[config.mk]
export PLATFORM = sky130hd
export DESIGN_NAME = ecg_heart_rate_detector_unit
export DESIGN_NICKNAME = d
export VERILOG_FILES = /design/src/sv/ehrd_pkg.sv /design/src/sv/ehrd_ram.sv /design/src/sv/ecg_heart_rate_detector_unit.sv
export VERILOG_INCLUDE_DIRS = /design/src /design/src/sv
export SDC_FILE = /design/constraint.sdc
export NUM_CORES = 1
export LEC_CHECK = 0
export BUFFER_PORTS_ARGS = -buffer_cell sky130_fd_sc_hd__buf_4
export CAP_MARGIN = 40
export CELL_PAD_IN_SITES_DETAIL_PLACEMENT = 1
export CELL_PAD_IN_SITES_GLOBAL_PLACEMENT = 1
export CORE_MARGIN = 1
export CORE_UTILIZATION = 30
export DETAILED_ROUTE_END_ITERATION = 10
export PLACE_DENSITY = 0.54
export SLEW_MARGIN = 20
export SYNTH_ARGS = -nofsm -noshare
export SYNTH_HDL_FRONTEND = slang
export SYNTH_SLANG_ARGS = --single-unit
[constraint.sdc]
create_clock -name clk -period 9 [get_ports clk]
set_clock_uncertainty 0.1 [all_clocks]
set_input_delay 1.35 -clock clk [delete_from_list [all_inputs] [get_ports clk]]
set_output_delay 1.35 -clock clk [all_outputs]
set_load 0.05 [all_outputs]
[src/sv/ecg_heart_rate_detector_unit_defines.svh]
// ----------------------------------------------------------------------------
// ecg_heart_rate_detector_unit_defines.svh
// Assertion macros shared by the heart rate detector RTL.
// ----------------------------------------------------------------------------
`ifndef ECG_HEART_RATE_DETECTOR_UNIT_DEFINES_SVH
`define ECG_HEART_RATE_DETECTOR_UNIT_DEFINES_SVH

// Checked on every rising edge of clk, quiet while rst_n is low
`define EHRD_ASSERT(lbl, prop, msg) \
  lbl: assert property (@(posedge clk) disable iff (!rst_n) (prop)) else $error(msg);

// Checked on every rising edge of clk, reset included
`define EHRD_ASSERT_ALWAYS(lbl, prop, msg) \
  lbl: assert property (@(posedge clk) (prop)) else $error(msg);

`endif

[src/sv/ehrd_pkg.sv]
// ----------------------------------------------------------------------------
// ehrd_pkg
// Widths, codes and constants of the heart rate detector.
// ----------------------------------------------------------------------------
`default_nettype none

package ehrd_pkg;

  // Field widths
  localparam int SAMPLE_W   = 24;
  localparam int TIME_W     = 32;
  localparam int TIMEOUT_W  = 16;
  localparam int BEATS_W    = 4;
  localparam int RATE_W     = 13;
  localparam int PHASE_W    = 2;

  // Configuration port
  localparam int CFG_ADDR_W = 4;
  localparam int CFG_DATA_W = 32;

  localparam logic [1:0] REG_BEAT_THR  = 2'd0;
  localparam logic [1:0] REG_RESET_THR = 2'd1;
  localparam logic [1:0] REG_TIMEOUT   = 2'd2;
  localparam logic [1:0] REG_INIT_BEAT = 2'd3;

  // Register reset values
  localparam logic signed [SAMPLE_W-1:0] BEAT_THR_RST  = 24'sd500;
  localparam logic signed [SAMPLE_W-1:0] RESET_THR_RST = 24'sd5000000;
  localparam logic [TIMEOUT_W-1:0]       TIMEOUT_RST   = 16'd3000;
  localparam logic [BEATS_W-1:0]         INIT_BEAT_RST = 4'd3;

  // Peak search phases
  localparam logic [PHASE_W-1:0] PH_IDLE    = 2'd0;
  localparam logic [PHASE_W-1:0] PH_RISING  = 2'd1;
  localparam logic [PHASE_W-1:0] PH_FALLING = 2'd2;

  // Beat interval limits (ms, exclusive) and rate numerator (60000 * 16)
  localparam logic [TIME_W-1:0] MIN_INTERVAL = 32'd200;
  localparam logic [TIME_W-1:0] MAX_INTERVAL = 32'd6000;
  localparam int                RATE_NUM     = 960000;
  localparam int                RATE_MAX     = 4800;

  // Divisor width: an accepted interval stays below 6000
  localparam int DEN_W      = 13;
  // Width of 960000 + interval/2
  localparam int RATE_DVD_W = 20;

  localparam int MEAN_WINDOW_DEF = 8;

endpackage

`default_nettype wire

[src/sv/ehrd_ram.sv]
// ----------------------------------------------------------------------------
// ehrd_ram
// Generic single write port, single read port RAM with registered read.
// ----------------------------------------------------------------------------
`default_nettype none

module ehrd_ram #(
  parameter int WIDTH = 13,
  parameter int DEPTH = 8,
  localparam int AW   = (DEPTH > 1) ? $clog2(DEPTH) : 1
) (
  input  wire logic             clk,
  input  wire logic             we,
  input  wire logic [AW-1:0]    waddr,
  input  wire logic [WIDTH-1:0] wdata,
  input  wire logic [AW-1:0]    raddr,
  output logic      [WIDTH-1:0] rdata
);

  logic [WIDTH-1:0] mem [DEPTH];

  // Write and registered read
  always_ff @(posedge clk) begin
    if (we) begin
      mem[waddr] <= wdata;
    end
    rdata <= mem[raddr];
  end

endmodule

`default_nettype wire

[src/sv/ecg_heart_rate_detector_unit.sv]
// ----------------------------------------------------------------------------
// ecg_heart_rate_detector_unit
// Threshold peak detector on lead II with beat interval to BPM conversion
// and a rolling mean of the rate.
// ----------------------------------------------------------------------------
//
//  Channel  Direction  Handshake               Payload
//  in_      input      in_valid / in_stall     in_sample_uv, in_time_ms
//  out_     output     out_valid / out_stall   out_peak_found, out_rate_bpm_q4,
//                                              out_rate_valid
//  config   input      APB, pready tied high   paddr, pwdata, prdata
//
//  A sample without an accepted beat passes only through the evaluate and done
//  states. An accepted beat takes two passes through the one restoring divider
//  (interval to rate, then the window mean) plus sequencing states.
//  rst_n is synchronous; it clears the detector state and restores the
//  register defaults. The window RAM needs no clearing pass (fill count).
//  A stalled result is held in the output register; the next sample is
//  taken meanwhile and its result waits until the register is free.
// ----------------------------------------------------------------------------
`default_nettype none

`include "ecg_heart_rate_detector_unit_defines.svh"

module ecg_heart_rate_detector_unit
  import ehrd_pkg::*;
#(
  parameter int MEAN_WINDOW = MEAN_WINDOW_DEF
) (
  input  wire logic                        clk,
  input  wire logic                        rst_n,
  // sample input
  input  wire logic                        in_valid,
  output logic                             in_stall,
  input  wire logic signed [SAMPLE_W-1:0]  in_sample_uv,
  input  wire logic        [TIME_W-1:0]    in_time_ms,
  // result output
  output logic                             out_valid,
  input  wire logic                        out_stall,
  output logic                             out_peak_found,
  output logic             [RATE_W-1:0]    out_rate_bpm_q4,
  output logic                             out_rate_valid,
  // configuration
  input  wire logic                        psel,
  input  wire logic                        penable,
  input  wire logic                        pwrite,
  input  wire logic        [CFG_ADDR_W-1:0] paddr,
  input  wire logic        [CFG_DATA_W-1:0] pwdata,
  output logic             [CFG_DATA_W-1:0] prdata,
  output logic                             pready
);

  // Derived sizes
  localparam int FILL_W = $clog2(MEAN_WINDOW + 1);
  localparam int PTR_W  = (MEAN_WINDOW > 1) ? $clog2(MEAN_WINDOW) : 1;
  localparam int SUM_W  = $clog2(MEAN_WINDOW * RATE_MAX + MEAN_WINDOW / 2 + 1);
  localparam int DIV_W  = (SUM_W > RATE_DVD_W) ? SUM_W : RATE_DVD_W;
  localparam int CNT_W  = $clog2(DIV_W + 1);

  // Sequencer states
  localparam logic [2:0] S_IDLE = 3'd0;
  localparam logic [2:0] S_EVAL = 3'd1;
  localparam logic [2:0] S_DIV1 = 3'd2;
  localparam logic [2:0] S_PUSH = 3'd3;
  localparam logic [2:0] S_MEAN = 3'd4;
  localparam logic [2:0] S_DIV2 = 3'd5;
  localparam logic [2:0] S_PUB  = 3'd6;
  localparam logic [2:0] S_DONE = 3'd7;

  // Configuration registers
  logic signed [SAMPLE_W-1:0] beat_thr_r;
  logic signed [SAMPLE_W-1:0] reset_thr_r;
  logic [TIMEOUT_W-1:0]       timeout_r;
  logic [BEATS_W-1:0]         init_beats_r;

  // Detector state
  logic [2:0]                 state_r, state_nxt;
  logic [PHASE_W-1:0]         phase_r, phase_nxt;
  logic [TIME_W-1:0]          peak_time_r, peak_time_nxt;
  logic [TIME_W-1:0]          last_beat_r, last_beat_nxt;
  logic signed [SAMPLE_W-1:0] prev_samp_r, prev_samp_nxt;
  logic [BEATS_W-1:0]         beat_cnt_r, beat_cnt_nxt;
  logic [RATE_W-1:0]          pub_rate_r, pub_rate_nxt;
  logic                       present_r, present_nxt;
  logic [FILL_W-1:0]          win_fill_r, win_fill_nxt;
  logic [SUM_W-1:0]           win_sum_r, win_sum_nxt;
  logic [PTR_W-1:0]           win_ptr_r, win_ptr_nxt;
  logic                       peak_r, peak_nxt;
  logic [CNT_W-1:0]           div_cnt_r, div_cnt_nxt;
  logic                       out_valid_r, out_valid_nxt;

  // Payload registers
  logic signed [SAMPLE_W-1:0] samp_r;
  logic [TIME_W-1:0]          now_r;
  logic [DIV_W-1:0]           div_num_r, div_num_nxt;
  logic [DEN_W-1:0]           div_rem_r, div_rem_nxt;
  logic [DEN_W-1:0]           div_den_r, div_den_nxt;
  logic                       out_peak_r;
  logic [RATE_W-1:0]          out_rate_r;
  logic                       out_present_r;

  // Datapath terms
  logic                       in_xfer;
  logic                       out_load;
  logic                       full_reset;
  logic                       timed_out;
  logic [TIME_W-1:0]          since_beat;
  logic [TIME_W-1:0]          interval;
  logic                       interval_ok;
  logic [DEN_W:0]             div_trial;
  logic [DEN_W:0]             div_diff;
  logic                       div_qbit;
  logic [RATE_W-1:0]          quotient;
  logic [RATE_W-1:0]          ram_rdata;
  logic                       win_full;
  logic [BEATS_W:0]           cnt_inc;

  // --------------------------------------------------------------------------
  // Configuration port
  // --------------------------------------------------------------------------
  assign pready = 1'b1;

  always_ff @(posedge clk) begin
    if (!rst_n) begin
      beat_thr_r   <= BEAT_THR_RST;
      reset_thr_r  <= RESET_THR_RST;
      timeout_r    <= TIMEOUT_RST;
      init_beats_r <= INIT_BEAT_RST;
    end else if (psel && penable && pwrite && pready) begin
      unique case (paddr[3:2])
        REG_BEAT_THR:  beat_thr_r   <= pwdata[SAMPLE_W-1:0];
        REG_RESET_THR: reset_thr_r  <= pwdata[SAMPLE_W-1:0];
        REG_TIMEOUT:   timeout_r    <= pwdata[TIMEOUT_W-1:0];
        REG_INIT_BEAT: init_beats_r <= pwdata[BEATS_W-1:0];
      endcase
    end
  end

  // Read back, thresholds sign extended
  always_comb begin
    unique case (paddr[3:2])
      REG_BEAT_THR:
        prdata = {{(CFG_DATA_W-SAMPLE_W){beat_thr_r[SAMPLE_W-1]}}, beat_thr_r};
      REG_RESET_THR:
        prdata = {{(CFG_DATA_W-SAMPLE_W){reset_thr_r[SAMPLE_W-1]}}, reset_thr_r};
      REG_TIMEOUT:   prdata = CFG_DATA_W'(timeout_r);
      REG_INIT_BEAT: prdata = CFG_DATA_W'(init_beats_r);
    endcase
  end

  // --------------------------------------------------------------------------
  // Handshakes
  // --------------------------------------------------------------------------
  assign in_stall = (state_r != S_IDLE);
  assign in_xfer  = in_valid && !in_stall;
  assign out_load = (state_r == S_DONE) && (!out_valid_r || !out_stall);

  assign out_valid       = out_valid_r;
  assign out_peak_found  = out_peak_r;
  assign out_rate_bpm_q4 = out_rate_r;
  assign out_rate_valid  = out_present_r;

  // --------------------------------------------------------------------------
  // Sample evaluation terms
  // --------------------------------------------------------------------------
  assign full_reset  = (samp_r >= reset_thr_r);
  assign since_beat  = now_r - last_beat_r;
  assign timed_out   = (beat_cnt_r != '0) && (since_beat > TIME_W'(timeout_r));
  assign interval    = peak_time_r - last_beat_r;
  assign interval_ok = (interval > MIN_INTERVAL) && (interval < MAX_INTERVAL);

  // --------------------------------------------------------------------------
  // Shared restoring divider: one quotient bit per cycle
  // --------------------------------------------------------------------------
  assign div_trial = {div_rem_r, div_num_r[DIV_W-1]};
  assign div_diff  = div_trial - {1'b0, div_den_r};
  assign div_qbit  = (div_trial >= {1'b0, div_den_r});
  assign quotient  = div_num_r[RATE_W-1:0];

  // --------------------------------------------------------------------------
  // Rate window
  // --------------------------------------------------------------------------
  assign win_full = (win_fill_r == FILL_W'(MEAN_WINDOW));
  assign cnt_inc  = {1'b0, beat_cnt_r} + (BEATS_W+1)'(1);

  ehrd_ram #(
    .WIDTH (RATE_W),
    .DEPTH (MEAN_WINDOW)
  ) u_window (
    .clk   (clk),
    .we    (state_r == S_PUSH),
    .waddr (win_ptr_r),
    .wdata (quotient),
    .raddr (win_ptr_r),
    .rdata (ram_rdata)
  );

  // --------------------------------------------------------------------------
  // Sequencer and detector next state
  // --------------------------------------------------------------------------
  always_comb begin
    state_nxt     = state_r;
    phase_nxt     = phase_r;
    peak_time_nxt = peak_time_r;
    last_beat_nxt = last_beat_r;
    prev_samp_nxt = prev_samp_r;
    beat_cnt_nxt  = beat_cnt_r;
    pub_rate_nxt  = pub_rate_r;
    present_nxt   = present_r;
    win_fill_nxt  = win_fill_r;
    win_sum_nxt   = win_sum_r;
    win_ptr_nxt   = win_ptr_r;
    peak_nxt      = peak_r;
    div_cnt_nxt   = div_cnt_r;
    div_num_nxt   = div_num_r;
    div_rem_nxt   = div_rem_r;
    div_den_nxt   = div_den_r;
    out_valid_nxt = out_valid_r && out_stall;

    unique case (state_r)
      S_IDLE: begin
        if (in_xfer) begin
          state_nxt = S_EVAL;
        end
      end

      S_EVAL: begin
        peak_nxt  = 1'b0;
        state_nxt = S_DONE;
        if (full_reset) begin
          phase_nxt     = PH_IDLE;
          peak_time_nxt = '0;
          last_beat_nxt = '0;
          prev_samp_nxt = '0;
          beat_cnt_nxt  = '0;
          pub_rate_nxt  = '0;
          present_nxt   = 1'b0;
          win_fill_nxt  = '0;
          win_sum_nxt   = '0;
          win_ptr_nxt   = '0;
        end else begin
          // no beat for too long: drop the rate
          if (timed_out) begin
            beat_cnt_nxt = '0;
            pub_rate_nxt = '0;
            present_nxt  = 1'b0;
            win_fill_nxt = '0;
            win_sum_nxt  = '0;
            win_ptr_nxt  = '0;
          end
          prev_samp_nxt = samp_r;
          priority if (phase_r == PH_IDLE) begin
            if (samp_r >= beat_thr_r) begin
              phase_nxt = PH_RISING;
            end
          end else if (phase_r == PH_RISING) begin
            if (samp_r > prev_samp_r) begin
              peak_time_nxt = now_r;
            end else begin
              // top of the beat; previous sample is kept
              prev_samp_nxt = prev_samp_r;
              last_beat_nxt = peak_time_r;
              phase_nxt     = PH_FALLING;
              peak_nxt      = 1'b1;
              if (interval_ok) begin
                div_num_nxt = DIV_W'(RATE_NUM) + DIV_W'(interval[DEN_W-1:1]);
                div_rem_nxt = '0;
                div_den_nxt = interval[DEN_W-1:0];
                div_cnt_nxt = CNT_W'(DIV_W);
                state_nxt   = S_DIV1;
              end
            end
          end else begin
            if (samp_r < beat_thr_r) begin
              phase_nxt = PH_IDLE;
            end
          end
        end
      end

      S_DIV1, S_DIV2: begin
        div_rem_nxt = div_qbit ? div_diff[DEN_W-1:0] : div_trial[DEN_W-1:0];
        div_num_nxt = {div_num_r[DIV_W-2:0], div_qbit};
        div_cnt_nxt = div_cnt_r - CNT_W'(1);
        if (div_cnt_r == CNT_W'(1)) begin
          state_nxt = (state_r == S_DIV1) ? S_PUSH : S_PUB;
        end
      end

      // new rate into the window, oldest out once full
      S_PUSH: begin
        if (win_full) begin
          win_sum_nxt = win_sum_r - SUM_W'(ram_rdata) + SUM_W'(quotient);
        end else begin
          win_sum_nxt  = win_sum_r + SUM_W'(quotient);
          win_fill_nxt = win_fill_r + FILL_W'(1);
        end
        win_ptr_nxt = (win_ptr_r == PTR_W'(MEAN_WINDOW - 1)) ? '0 : win_ptr_r + PTR_W'(1);
        state_nxt   = S_MEAN;
      end

      // mean rounded half up
      S_MEAN: begin
        div_num_nxt = DIV_W'(win_sum_r) + DIV_W'(win_fill_r >> 1);
        div_rem_nxt = '0;
        div_den_nxt = DEN_W'(win_fill_r);
        div_cnt_nxt = CNT_W'(DIV_W);
        state_nxt   = S_DIV2;
      end

      S_PUB: begin
        if (cnt_inc > {1'b0, init_beats_r}) begin
          pub_rate_nxt = quotient;
          present_nxt  = 1'b1;
          beat_cnt_nxt = init_beats_r;
        end else begin
          beat_cnt_nxt = cnt_inc[BEATS_W-1:0];
        end
        state_nxt = S_DONE;
      end

      S_DONE: begin
        if (out_load) begin
          out_valid_nxt = 1'b1;
          state_nxt     = S_IDLE;
        end
      end
    endcase
  end

  // Control and detector state
  always_ff @(posedge clk) begin
    if (!rst_n) begin
      state_r     <= S_IDLE;
      phase_r     <= PH_IDLE;
      peak_time_r <= '0;
      last_beat_r <= '0;
      prev_samp_r <= '0;
      beat_cnt_r  <= '0;
      pub_rate_r  <= '0;
      present_r   <= 1'b0;
      win_fill_r  <= '0;
      win_sum_r   <= '0;
      win_ptr_r   <= '0;
      peak_r      <= 1'b0;
      div_cnt_r   <= '0;
      out_valid_r <= 1'b0;
    end else begin
      state_r     <= state_nxt;
      phase_r     <= phase_nxt;
      peak_time_r <= peak_time_nxt;
      last_beat_r <= last_beat_nxt;
      prev_samp_r <= prev_samp_nxt;
      beat_cnt_r  <= beat_cnt_nxt;
      pub_rate_r  <= pub_rate_nxt;
      present_r   <= present_nxt;
      win_fill_r  <= win_fill_nxt;
      win_sum_r   <= win_sum_nxt;
      win_ptr_r   <= win_ptr_nxt;
      peak_r      <= peak_nxt;
      div_cnt_r   <= div_cnt_nxt;
      out_valid_r <= out_valid_nxt;
    end
  end

  // Payload: input capture, divider, result
  always_ff @(posedge clk) begin
    if (in_xfer) begin
      samp_r <= in_sample_uv;
      now_r  <= in_time_ms;
    end
    div_num_r <= div_num_nxt;
    div_rem_r <= div_rem_nxt;
    div_den_r <= div_den_nxt;
    if (out_load) begin
      out_peak_r    <= peak_r;
      out_rate_r    <= pub_rate_r;
      out_present_r <= present_r;
    end
  end

  // --------------------------------------------------------------------------
  // Assertions
  // --------------------------------------------------------------------------
  `EHRD_ASSERT(a_no_rate_without_valid, (out_valid && !out_rate_valid) |-> (out_rate_bpm_q4 == '0), "rate shown while not valid")
  `EHRD_ASSERT(a_fill_bound, win_fill_r <= FILL_W'(MEAN_WINDOW), "window fill beyond depth")
  `EHRD_ASSERT(a_div_done, (state_r == S_PUSH || state_r == S_PUB) |-> (div_cnt_r == '0), "divider left before finishing")
  `EHRD_ASSERT(a_eval_follows, in_xfer |=> (state_r == S_EVAL), "accepted sample not evaluated")
  `EHRD_ASSERT(a_present_window, present_r |-> (win_fill_r != '0), "rate published with empty window")

endmodule

`default_nettype wire

After elaboration in Yosys (flattened, before gate mapping)
Memory sizes are Yosys's and may differ from the RTL's. A register that Yosys moved wholly into a read port is not among the register bits.
Index checks and enable logic that the tools add are counted.
{ "totals": {"romBits": 0, "latch_bits": 0, "elab_cells": 201, "in_bits": 99, "register_bits": 326, "out_inout_bits": 50, "ram_bits": 104, "memories": 1} }
{ "classes": {"eq_ne": 30, "div": 0, "add_sub_neg": 12, "n_bitwise": 0, "shift": 0, "mul": 0, "n_reduce_logical": 39, "mux": 84, "n_lt_le_gt_ge": 9} }
{ "memory_table": {"columns": ["name", "depth", "width", "read_ports", "rd_clocked_by_memory_dff", "write_ports", "line_no", "source"], "rows": [
  ["u_window.mem", 8, 13, 1, 1, 1, "ehrd_ram.sv:20", "logic [WIDTH-1:0] mem [DEPTH];"]
]} }
{ "ops": {"columns": ["operator", "n"], "rows": [
  ["two-way mux 32 bit", 8],
  ["two-way mux 13 bit", 14],
  ["case mux 32 bit (4 select lines)", 1],
  ["two-way mux 20 bit", 5],
  ["two-way mux 24 bit", 4],
  ["subtractor 32 bit", 2],
  ["case mux 20 bit (3 select lines)", 1],
  ["case mux 13 bit (2 select lines)", 2],
  ["greater-or-equal comparator 24 bit", 2],
  ["two-way mux 16 bit", 3],
  ["case mux 13 bit (3 select lines)", 1],
  ["two-way mux 3 bit", 12],
  ["adder 16 x 13 -> 16 bit", 2],
  ["greater-than comparator 32 x 16 -> 1 bit", 1],
  ["greater-than comparator 32 x 8 -> 1 bit, second input constant", 1],
  ["less-than comparator 32 x 13 -> 1 bit, second input constant", 1],
  ["case mux 16 bit (2 select lines)", 1],
  ["two-way mux 5 bit", 5],
  ["greater-than comparator 24 bit", 1],
  ["less-than comparator 24 bit", 1],
  ["!= test 2 bit, second input constant", 12],
  ["case mux 3 bit (7 select lines)", 1],
  ["adder 18 x 13 -> 19 bit, first input constant", 1],
  ["adder 16 x 3 -> 17 bit", 1],
  ["other kinds (39)", 91]
]} }

Logic depth before layout (Yosys ltp)
Gate-level depths: netlist (run 1).
{ "depth": {"ltp_word": 9, "ltp_mapped": 24} }

Modules after synthesis
Synthesis (run 1) repeated with hierarchy kept, for this count alone.
{ "hier_totals": {"cells_unflattened": 2705, "area_unflattened_um2": 25923.6} }
{ "modules_own_cells": {"columns": ["module", "cells_per_inst", "n_inst", "seq_area_each_um2", "area_each_um2"], "rows": [
  ["ecg_heart_rate_detector_unit", 2529, 1, 7697.4, 21608.2],
  ["ehrd_ram", 176, 1, 3383.2, 4315.4]
]} }

Worst setup path after synthesis (run 1)
OpenSTA, ideal clock, no wires.
{ "synth_path": {"path_kind": "reg-to-reg", "from": "reg peak_time_r[0]", "to": "reg div_num_r[0] (enable)", "arrival_time_ps": 5632, "required_ps": 8473, "setup_time_ps": 427, "setup_slack_ps": 2841, "path_buffers": 0, "period_less_slack_ps": 6159, "stages_incl_launch_ff": 19, "path_cell_list": "dfxtp_1 inv_1 ha_1 fa_1 nand2b_1 a21oi_1 o221a_2 nor2_1 o21ai_0 xnor2_1 ha_1 nand2_1 nor4_1 mux2i_1 nor4b_1 or4_2 a2111oi_4 nor2_1 nor2b_1"} }
{ "synth_via": {"elab_chain_cells": 5} }
{ "synth_lines": {"columns": ["item", "line_no", "source"], "rows": [
  ["start, declared", "ecg_heart_rate_detector_unit.sv:79", "logic [TIME_W-1:0] peak_time_r, peak_time_nxt;"],
  ["start signal, assigned", "ecg_heart_rate_detector_unit.sv:351", "peak_time_r <= peak_time_nxt;"],
  ["subtractor 32 bit *", "ecg_heart_rate_detector_unit.sv:169", "assign interval = peak_time_r - last_beat_r;"],
  ["greater-than comparator 32 x 8 -> 1 bit or less-than comparator 32 x 13 -> 1 bit (tied branches)", "ecg_heart_rate_detector_unit.sv:170", "assign interval_ok = (interval > MIN_INTERVAL) && (interval < MAX_INTERVAL);"],
  ["logical AND 1 bit *", "ecg_heart_rate_detector_unit.sv:170", null],
  ["!= test 2 bit (no source line) *", null, null],
  ["AND reduction 6 bit (no source line) *", null, null],
  ["end signal, assigned", "ecg_heart_rate_detector_unit.sv:372", "div_num_r <= div_num_nxt;"],
  ["end, declared", "ecg_heart_rate_detector_unit.sv:95", "logic [DIV_W-1:0] div_num_r, div_num_nxt;"]
]} }
Every way passes the cells marked *; elsewhere a longest branch is shown, timed or not.
A chain may end at the register's enable or synchronous reset.

Final worst setup path (run 1)
{ "layout_path": {"from": "reg peak_time_r[0]", "to": "reg div_rem_r[10] (enable)"} }
{ "layout_via": {"elab_chain_cells": 5} }
{ "layout_lines": {"columns": ["item", "line_no", "source"], "rows": [
  ["subtractor 32 bit *", "ecg_heart_rate_detector_unit.sv:169", null],
  ["greater-than comparator 32 x 8 -> 1 bit or less-than comparator 32 x 13 -> 1 bit (tied branches)", "ecg_heart_rate_detector_unit.sv:170", null],
  ["logical AND 1 bit *", "ecg_heart_rate_detector_unit.sv:170", null],
  ["!= test 2 bit (no source line) *", null, null],
  ["AND reduction 6 bit (no source line) *", null, null],
  ["end signal, assigned", "ecg_heart_rate_detector_unit.sv:373", "div_rem_r <= div_rem_nxt;"],
  ["end, declared", "ecg_heart_rate_detector_unit.sv:96", "logic [DEN_W-1:0] div_rem_r, div_rem_nxt;"]
]} }
Marked as above.

==> impl_metrics.env, run 1 <==
export IMPL_r2r_worst_path_cells=20
export IMPL_grt_max_degree=74
export IMPL_fin_ws_ns=2.80
export IMPL_floorplan_initialDensity=0.304
export IMPL_io_pins=149
export IMPL_grt_pass1_vias=21893
export IMPL_synthMuxAreaShare=0.0370
export IMPL_crit_path_end="div_rem_r[10]"
export IMPL_critical_path_cell_chain="inv_1 -> ha_1 -> fa_1 -> nand2b_1 -> a21oi_1 -> o221a_2 -> nor2_1 -> o21ai_0 -> xnor2_1 -> ha_1 -> nand2_1 -> nor4_1 -> mux2i_1 -> nor4b_1 -> clkbuf_2 -> or4_2 -> a2111oi_4 -> nor2_1 -> nor2b_2 -> buf_4"
export IMPL_dieArea_sq_um=86400
export IMPL_die_h_um=294
export IMPL_hold_buffers=0
export IMPL_critPathSlowestCell="a2111oi_4"
export IMPL_drive_gt1_frac=0.120
export IMPL_fin_hold_ws_ns=0.332
export IMPL_routabilityCongestion=0.805
export IMPL_timing_rr_end="div_rem_r[10]"
export IMPL_fmax_mhz=161
export IMPL_max_stage_delay_ns=0.72
export IMPL_synth_flop_cell="dfxtp_1"
export IMPL_yosys_cell_types_count=92
export IMPL_max_slew_margin=0.408
export IMPL_nets=3140
export IMPL_crit_path_start="peak_time_r[0]"
export IMPL_crit_fanout=33
export IMPL_yosysWarnings=0
export IMPL_post_cts_resized=0
export IMPL_path_depth=20
export IMPL_drt_iter0_markers=818
export IMPL_ys_ff_latch=443
export IMPL_critical_path_buf_inv_count=3
export IMPL_die_width_um=294
export IMPL_synth_async_reset_ratio=0
export IMPL_antenna_found_initial=1
export IMPL_clk_insertion_delay_late_ns=0.64
export IMPL_avgSynthCellArea_sq_um=9.52
export IMPL_finalCritPeriodShare=0.689
export IMPL_io_buffer_count=137
export IMPL_timing_rr_start="peak_time_r[0]"
export IMPL_clkTransAtPathRegs_ns=0.06
export IMPL_viasPerCell=5.17
export IMPL_cts_sinks=443
export IMPL_r2r_setup_slack_ns=2.80
export IMPL_drc=0
export IMPL_power_w=0.00704
export IMPL_final_cell_mix="nand2_1 (313), a21oi_1 (236), inv_1 (233), dfxtp_1 (222), edfxtp_1 (221)"
export IMPL_crit_type="reg -> reg"
export IMPL_synthAdderAreaFrac=0.118
export IMPL_hold_violations=0
export IMPL_rows=106
export IMPL_detailed_place_hpwl_um=60700
export IMPL_synth_top_family_by_area="compound AO/OA/AOI/OAI gates"
export IMPL_setup_tns_final_ns=0
export IMPL_fin_util=0.355
export IMPL_period_minus_slack_ns=6.20
export IMPL_numCtsBuffers=54
export IMPL_worstMarginPinSlew_ns=0.888
export IMPL_cap_violations=0
export IMPL_antenna_left=0
export IMPL_vias=20640
export IMPL_final_common_cell="nand2_1"
export IMPL_cp_required_ns=9.14
export IMPL_worst_path_dominant_cell_family="simple AND/OR/NAND/NOR gates"
export IMPL_min_path_type="reg -> reg"
export IMPL_worst_setup_path_start_kind="flop"
export IMPL_core_area_sq_um=84000
export IMPL_drt_pass1_iter_count=5
export IMPL_overflow=0
export IMPL_cts_max_path_buffers=3
export IMPL_leakagePower_nw=11.4
export IMPL_synth_edf_count=221
export IMPL_synth_xor_area_frac=0.0315
export IMPL_synth_simple_area_share=0.146
export IMPL_peakVddDrop_mv=0.143
export IMPL_synth_fp_nets=3014
export IMPL_place_ws_ns=2.84
export IMPL_area_growth_synth_to_final_pct=16.6
export IMPL_p_per_area_nw_per_um2=236
export IMPL_wl_per_cell_um=20.4
export IMPL_finalSetupViolCount=0
export IMPL_drt_total_wl_um=81400
export IMPL_synth_area_sq_um=25600
export IMPL_synth_compound_area_frac=0.179
export IMPL_cts_max_level=2
export IMPL_post_cts_setup_buffers=0
export IMPL_maxSlewViolCount=0
export IMPL_synthCells=2685
export IMPL_end_kind="flop"
export IMPL_worstPathArrival_ns=6.34
export IMPL_yosysSeqAreaShare=0.433
export IMPL_rsz0062_at_grt="no"
export IMPL_cts_tree="built"
export IMPL_cts_root_buf="clkbuf_16"
export IMPL_status="finished, final reports clean"
export IMPL_grt_pass1_wl_um=127000
export IMPL_grtUsageTotal=0.187
power by group:
| part | internal, W | leakage, nW | switching [W] | total (W) |
|---|---|---|---|---|
| logic | 0.000894 | 6.67 | 0.00139 | 0.00228 |
| registers | 0.00238 | 3.86 | 0.000207 | 0.00259 |
| clock network | 0.00124 | 0.840 | 0.000925 | 0.00217 |
cells by family after synthesis:
group                    count (synthesis)
AO/OA/AOI/OAI                          695
XOR/XNOR                                92
adder cells (fa/ha/maj)                230
buffers and inverters                  353
flip-flops                             443
multiplexers                            73
other                                    1
AND/OR/NAND/NOR                        798
per-layer routing:
layer | part of all wire | vias to the layer above | wire [um] | global-route usage
li1 | - | 9988 | - | -
met1 | 0.46 | 10273 | 37300 | 0.241
met2 | 0.49 | 276 | 39900 | 0.329
met3 | 0.027 | 103 | 2220 | 0.0221
met4 | 0.024 | 0 | 1950 | 0.0514
met5 | 0 | - | 0 | 0
flip-flops by register name (all words and copies together), names as in the netlist, 5 cells and up:
signal,cells
beat_thr_r,24
div_cnt_r,5
div_den_r,13
div_num_r,20
div_rem_r,13
last_beat_r,32
now_r,32
out_rate_bpm_q4,13
peak_time_r,32
prev_samp_r,24
pub_rate_r,13
reset_thr_r,24
samp_r,24
timeout_r,16
u_window.mem,104
u_window.rdata,13
win_sum_r,16
worst register-to-register path, cell delays in order, from the launching register on:
cell	delay, ns
dfxtp_1	0.35
inv_1	0.05
ha_1	0.25
fa_1	0.43
nand2b_1	0.19
a21oi_1	0.28
o221a_2	0.29
nor2_1	0.09
o21ai_0	0.22
xnor2_1	0.27
ha_1	0.26
nand2_1	0.08
nor4_1	0.33
mux2i_1	0.23
nor4b_1	0.07
clkbuf_2	0.15
or4_2	0.71
a2111oi_4	0.72
nor2_1	0.20
nor2b_2	0.15
buf_4	0.41
metrics by stage:
stage | cells | cell area (sq um)
4_1_cts | 3983 | 29700
6_report | 3990 | 29800
2_1_floorplan | 2685 | 25600
3_5_place_dp | 3883 | 28000
3_3_place_gp | 3871 | 27800
5_1_grt | 3990 | 29800
area by class of cell:
class,count,area [sq um]
clock inverter,32,325
multi-input combinational,1889,13200
tap,1134,1420
fill,9528,54100
clock buffer,68,1420
antenna,1,2.50
sequential,443,11100
timing repair buffer,186,1480
inverter,237,892
synth_stat cells (16+ instances only):
| master | n | area, sq um |
|---|---|---|
| nand2_1 | 313 | 1170 |
| a21oi_1 | 239 | 1200 |
| inv_1 | 233 | 875 |
| dfxtp_1 | 222 | 4440 |
| edfxtp_1 | 221 | 6640 |
| ha_1 | 212 | 2650 |
| nor2_1 | 155 | 582 |
| nand3_1 | 110 | 551 |
| o21ai_0 | 104 | 521 |
| clkbuf_1 | 93 | 349 |
| xnor2_1 | 65 | 569 |
| a21o_1 | 46 | 345 |
| mux2i_1 | 45 | 450 |
| nor3_1 | 43 | 215 |
| o211ai_1 | 41 | 308 |
| a211oi_1 | 31 | 233 |
| nor2b_1 | 31 | 194 |
| nand4_1 | 27 | 169 |
| xor2_1 | 27 | 236 |
| a22o_1 | 24 | 210 |
| o21a_1 | 24 | 180 |
| a221oi_1 | 21 | 184 |
| and2_1 | 19 | 119 |
| nand2b_1 | 19 | 119 |
| fa_1 | 18 | 360 |
| mux4_2 | 16 | 360 |
how the worst min path moves through the flow:
stage / to / start / slack (ns) / depth (start not counted)
4_1_cts: out_rate_bpm_q4[3] / pub_rate_r[3] / 0.34 / 0
5_1_grt: out_rate_bpm_q4[3] / pub_rate_r[3] / 0.36 / 0
3_3_place_gp: out_rate_bpm_q4[8] / pub_rate_r[8] / 0.32 / 0
2_1_floorplan: out_rate_bpm_q4[0] / pub_rate_r[0] / 0.31 / 0
6_report: out_rate_bpm_q4[3] / pub_rate_r[3] / 0.33 / 0
3_5_place_dp: out_rate_bpm_q4[11] / pub_rate_r[11] / 0.32 / 0
Power figures use the tool's default switching activity.
==> run 2, diff against run 1 <==
==> constraint.sdc (replaced) <==
create_clock -name clk -period 6.5 [get_ports clk]
set_clock_uncertainty 0.1 [all_clocks]
set_input_delay 0.975 -clock clk [delete_from_list [all_inputs] [get_ports clk]]
set_output_delay 0.975 -clock clk [all_outputs]
set_load 0.05 [all_outputs]
==> run 2 against run 1 <==
Cell area hardly changed. Setup slack got worse by 2.1 ns. Critical path depth is 1 lower. Combinational power rose by 39%. Die area unchanged. Critical path type unchanged. Largest cell class unchanged. Largest power group unchanged.
==> impl_metrics.env, run 2 (synthesis results as in run 1) <==
export IMPL_wl_per_cell_um=20.5
export IMPL_drive_gt1_frac=0.121
export IMPL_rsz0062_at_grt="no"
export IMPL_max_stage_delay_ns=0.70
export IMPL_maxSlewViolCount=0
export IMPL_worst_setup_path_start_kind="flop"
export IMPL_dieArea_sq_um=86400
export IMPL_grt_pass1_wl_um=128000
export IMPL_cts_tree="built"
export IMPL_worstMarginPinSlew_ns=0.844
export IMPL_antenna_left=0
export IMPL_crit_type="reg -> reg"
export IMPL_critical_path_cell_chain="inv_1 -> ha_1 -> nand2b_1 -> a21oi_1 -> buf_4 -> o21ai_0 -> o21ai_0 -> xnor2_1 -> ha_1 -> nand2_1 -> nor4_1 -> mux2i_1 -> nor4b_1 -> clkbuf_2 -> or4_2 -> a2111oi_4 -> nor2_1 -> nor2b_1 -> buf_4"
export IMPL_max_slew_margin=0.437
export IMPL_cts_root_buf="clkbuf_16"
export IMPL_vias=20629
export IMPL_rows=106
export IMPL_drt_total_wl_um=81900
export IMPL_regMostFlops="u_window.mem"
export IMPL_p_per_area_nw_per_um2=327
export IMPL_period_minus_slack_ns=5.83
export IMPL_critical_path_buf_inv_count=4
export IMPL_io_pins=149
export IMPL_die_h_um=294
export IMPL_final_cell_mix="nand2_1 (313), a21oi_1 (236), inv_1 (233), dfxtp_1 (222), edfxtp_1 (221)"
export IMPL_worstPathArrival_ns=6.04
export IMPL_viasPerCell=5.17
export IMPL_finalCritPeriodShare=0.898
export IMPL_cts_max_level=2
export IMPL_cp_required_ns=6.70
export IMPL_cap_violations=0
export IMPL_routabilityCongestion=0.816
export IMPL_final_common_cell="nand2_1"
export IMPL_numCtsBuffers=53
export IMPL_fmax_mhz=171
export IMPL_clkTransAtPathRegs_ns=0.06
export IMPL_die_width_um=294
export IMPL_min_path_type="reg -> reg"
export IMPL_drt_iter0_markers=932
export IMPL_antenna_found_initial=1
export IMPL_nets=3141
export IMPL_area_growth_synth_to_final_pct=16.7
export IMPL_leakagePower_nw=11.4
export IMPL_detailed_place_hpwl_um=60900
export IMPL_critPathSlowestCell="or4_2"
export IMPL_worst_path_dominant_cell_family="simple AND/OR/NAND/NOR gates"
export IMPL_cts_sinks=443
export IMPL_finalSetupViolCount=0
export IMPL_post_cts_resized=0
export IMPL_grt_max_degree=69
export IMPL_grt_pass1_vias=21794
export IMPL_cts_max_path_buffers=3
export IMPL_overflow=0
export IMPL_hold_violations=0
export IMPL_setup_tns_final_ns=0
export IMPL_floorplan_initialDensity=0.304
export IMPL_clk_insertion_delay_late_ns=0.64
export IMPL_fin_hold_ws_ns=0.335
export IMPL_largest_reg_flops=104
export IMPL_io_buffer_count=137
export IMPL_drc=0
export IMPL_antenna_cells=0
export IMPL_drt_pass1_iter_count=5
export IMPL_status="finished, final reports clean"
export IMPL_grtUsageTotal=0.189
export IMPL_hold_buffers=0
export IMPL_crit_fanout=13
export IMPL_end_kind="flop"
export IMPL_post_cts_setup_buffers=0
export IMPL_core_area_sq_um=84000
export IMPL_peakVddDrop_mv=0.226
==> run 2: changes by cell type in the layout (fill, tap and decap cells not counted), sizes merged <==
cell      before  now
clkbuf        70   80
clkinv        25   20
clkinvlp       4    1
buf          183  185
bufinv         4    3
diode          1    0
inv          236  235
==> run 2: through the flow <==
stage               utilization  std cells  setup slack [ns]  power (W)  instance area, sq um
floorplan                     -       2685             0.341    0.00575                 25600
global placement          0.332       3875             0.828    0.00671                 27900
detailed placement        0.334       3886             0.734    0.00682                 28000
CTS                       0.355       3986             0.708    0.00988                 29800
global route              0.355       3991             0.226     0.0104                 29800
finish                    0.355       3991             0.666    0.00975                 29800
==> run 2: per-layer routing <==
metal	up-vias	global-route usage	wire length [um]
li1	9982	-	-
met1	10253	0.242	37200
met2	287	0.331	40300
met3	107	0.0233	2440
met4	0	0.0516	1960
met5	-	0	0
==> run 2: worst reg2reg max path: cells and delay by family (launching register included) <==
kind                     cells  cell delay (ns)
multiplexers                 1             0.22
adder cells (fa/ha/maj)      2             0.57
XOR/XNOR                     1             0.47
AO/OA/AOI/OAI                4             1.35
AND/OR/NAND/NOR              7             1.68
buffers and inverters        4             0.73
flip-flops                   1             0.38
==> run 2: final cells by class <==
| class | instances | area, sq um |
|---|---|---|
| Multi-Input combinational cell | 1889 | 13200 |
| Sequential cell | 443 | 11100 |
| Clock inverter | 22 | 251 |
| Fill cell | 9520 | 54100 |
| Clock buffer | 78 | 1520 |
| Timing Repair Buffer | 188 | 1490 |
| Inverter | 237 | 892 |
| Tap cell | 1134 | 1420 |
==> run 2: path summary, 6_finish.rpt <==
check	startpoint	end	slack, ns	cells after the start
worst max-delay path	last_beat_r[1]	div_den_r[4]	0.67	19
worst min-delay path	present_r	out_rate_valid	0.33	0
worst max register to register	last_beat_r[1]	div_den_r[4]	0.67	19
worst min register to register	present_r	out_rate_valid	0.33	0
==> run 2: power by group <==
part	switching (W)	total, W	internal (W)
sequential	0.000281	0.00358	0.00330
combinational	0.00193	0.00317	0.00124
clock	0.00126	0.00300	0.00175
total	0.00347	0.00975	0.00629
==> run 3, diff against run 2 <==
--- a/config.mk
+++ b/config.mk
@@ -6,14 +6,13 @@
 export SDC_FILE = /design/constraint.sdc
 export NUM_CORES = 1
 export LEC_CHECK = 0
-export BUFFER_PORTS_ARGS = -buffer_cell sky130_fd_sc_hd__buf_4
 export CAP_MARGIN = 40
 export CELL_PAD_IN_SITES_DETAIL_PLACEMENT = 1
 export CELL_PAD_IN_SITES_GLOBAL_PLACEMENT = 1
-export CORE_MARGIN = 1
 export CORE_UTILIZATION = 30
 export DETAILED_ROUTE_END_ITERATION = 10
-export PLACE_DENSITY = 0.54
+export DONT_BUFFER_PORTS = 1
+export PLACE_DENSITY = 0.52
 export SLEW_MARGIN = 20
 export SYNTH_ARGS = -nofsm -noshare
 export SYNTH_HDL_FRONTEND = slang
==> run 3 against run 2 <==
Maximum frequency is 1.4% lower. Count of clock-buffer cells in the layout is 5 lower. Core utilization decreased by 0.91 points. Clock power grew 5%. Cell count down 3.0%. Critical endpoint is now div_den_r[10]. Highest routed layer is now met5.
==> impl_metrics.env, run 3 (synthesis results as in run 1) <==
export IMPL_area_growth_synth_to_final_pct=13.7
export IMPL_rsz0062_at_grt="no"
export IMPL_critical_path_cell_chain="inv_1 -> ha_1 -> fa_1 -> nand2b_1 -> a21oi_1 -> o221a_2 -> nor2_1 -> o21ai_0 -> xnor2_1 -> ha_1 -> nand2_1 -> nor4_1 -> mux2i_1 -> nor4b_1 -> clkbuf_2 -> or4_2 -> a2111oi_4 -> buf_4 -> nor2_1 -> nor2b_1 -> buf_4"
export IMPL_peakVddDrop_mv=0.245
export IMPL_grt_pass1_vias=21348
export IMPL_antenna_left=0
export IMPL_timing_rr_start="peak_time_r[0]"
export IMPL_period_minus_slack_ns=5.91
export IMPL_drt_pass1_iter_count=5
export IMPL_cts_tree="built"
export IMPL_final_cell_mix="nand2_1 (313), a21oi_1 (237), inv_1 (233), dfxtp_1 (222), edfxtp_1 (221)"
export IMPL_cts_sinks=443
export IMPL_post_cts_setup_buffers=0
export IMPL_io_pins=149
export IMPL_finalCritPeriodShare=0.910
export IMPL_dieArea_sq_um=86400
export IMPL_hold_violations=0
export IMPL_wl_per_cell_um=21.3
export IMPL_fin_hold_ws_ns=0.324
export IMPL_fin_util=0.346
export IMPL_r2r_setup_slack_ns=0.59
export IMPL_routabilityCongestion=0.858
export IMPL_worst_setup_path_start_kind="flop"
export IMPL_end_kind="flop"
export IMPL_floorplan_initialDensity=0.304
export IMPL_cp_required_ns=6.67
export IMPL_max_slew_margin=0.444
export IMPL_die_width_um=294
export IMPL_grt_pass1_wl_um=128000
export IMPL_drc=0
export IMPL_hold_buffers=0
export IMPL_critPathSlowestCell="or4_2"
export IMPL_timing_rr_end="div_den_r[10]"
export IMPL_largest_reg_flops=104
export IMPL_worstMarginPinSlew_ns=0.834
export IMPL_p_per_area_nw_per_um2=338
export IMPL_io_buffer_count=0
export IMPL_design_area_sq_um=29100
export IMPL_cts_max_path_buffers=3
export IMPL_vias=20269
export IMPL_cts_root_buf="clkbuf_16"
export IMPL_finalSetupViolCount=0
export IMPL_antenna_cells=0
export IMPL_drt_iter0_markers=838
export IMPL_worstPathArrival_ns=6.08
export IMPL_drt_total_wl_um=82500
export IMPL_crit_type="reg -> reg"
export IMPL_min_path_type="in -> reg"
export IMPL_rows=106
export IMPL_cap_violations=0
export IMPL_maxSlewViolCount=0
export IMPL_grt_max_degree=70
export IMPL_core_area_sq_um=84000
export IMPL_regMostFlops="u_window.mem"
export IMPL_dpl_cell_count=3768
export IMPL_numCtsBuffers=54
export IMPL_worstHoldEndpoint="samp_r[16]"
export IMPL_hp_start="in_sample_uv[16]"
export IMPL_status="finished, final reports clean"
export IMPL_r2r_worst_path_cells=21
export IMPL_final_common_cell="nand2_1"
export IMPL_setup_tns_final_ns=0
export IMPL_clk_insertion_delay_late_ns=0.64
export IMPL_crit_fanout=13
export IMPL_finalNonFillerCells=3873
export IMPL_fmax_mhz=169
export IMPL_drive_gt1_frac=0.0876
export IMPL_nets=3022
export IMPL_max_stage_delay_ns=0.70
export IMPL_hold_depth=0
export IMPL_grtUsageTotal=0.190
export IMPL_clkTransAtPathRegs_ns=0.06
export IMPL_overflow=0
export IMPL_detailed_place_hpwl_um=61400
export IMPL_post_cts_resized=0
export IMPL_cts_max_level=2
export IMPL_leakagePower_nw=10.9
export IMPL_viasPerCell=5.23
export IMPL_antenna_found_initial=7
export IMPL_place_area_sq_um=27200
export IMPL_die_h_um=294
==> run 3: worst max path at each step <==
| stage | from | slack (ns) | endpoint | cells after the start |
|---|---|---|---|---|
| after floorplan | peak_time_r[0] | 0.34 | div_num_r[0] | 18 |
| after global placement | peak_time_r[0] | 0.79 | div_den_r[4] | 20 |
| after detailed placement | peak_time_r[0] | 0.71 | div_den_r[4] | 20 |
| after CTS | peak_time_r[0] | 0.63 | div_den_r[6] | 20 |
| after global routing | peak_time_r[0] | 0.13 | div_den_r[10] | 21 |
| final | peak_time_r[0] | 0.59 | div_den_r[10] | 21 |
==> run 3: final cells by class <==
cell class / count / area (sq um)
fillers: 9470 / 54900
well taps: 1134 / 1420
flip-flops and latches: 443 / 11100
multi-input cells: 1889 / 13200
clock inverters: 29 / 355
inverters: 237 / 892
clock buffers: 73 / 1510
repair buffers: 68 / 601
==> run 3: metrics by stage <==
step	setup slack, ns	total power, W
final	0.585	0.00983
after global routing	0.127	0.0104
after CTS	0.633	0.00997
after detailed placement	0.710	0.00676
after global placement	0.792	0.00666
after floorplan	0.341	0.00575
==> run 3: power by group <==
group / internal, W / leakage (nW) / switching, W
logic: 0.00120 / 6.09 / 0.00191
clock network: 0.00185 / 0.923 / 0.00129
registers: 0.00330 / 3.86 / 0.000292
==> run 3: critical path, delay by kind of cell, from the launching register on <==
family                     cells  cell delay, ns
and+or+nand+nor                8            1.84
buffers and inverters          4            0.73
adders and majority gates      3            0.94
muxes                          1            0.23
xor gates and xnor gates       1            0.26
DFF                            1            0.36
AOI/OAI and AO/OA              4            1.07
==> run 3: layer usage <==
layer  part of all wire  vias up  GRT usage
li1                   -     9730          -
met1               0.45    10140      0.245
met2               0.49      295      0.334
met3              0.035      100     0.0268
met4              0.021        4     0.0442
met5            0.00028        -          0
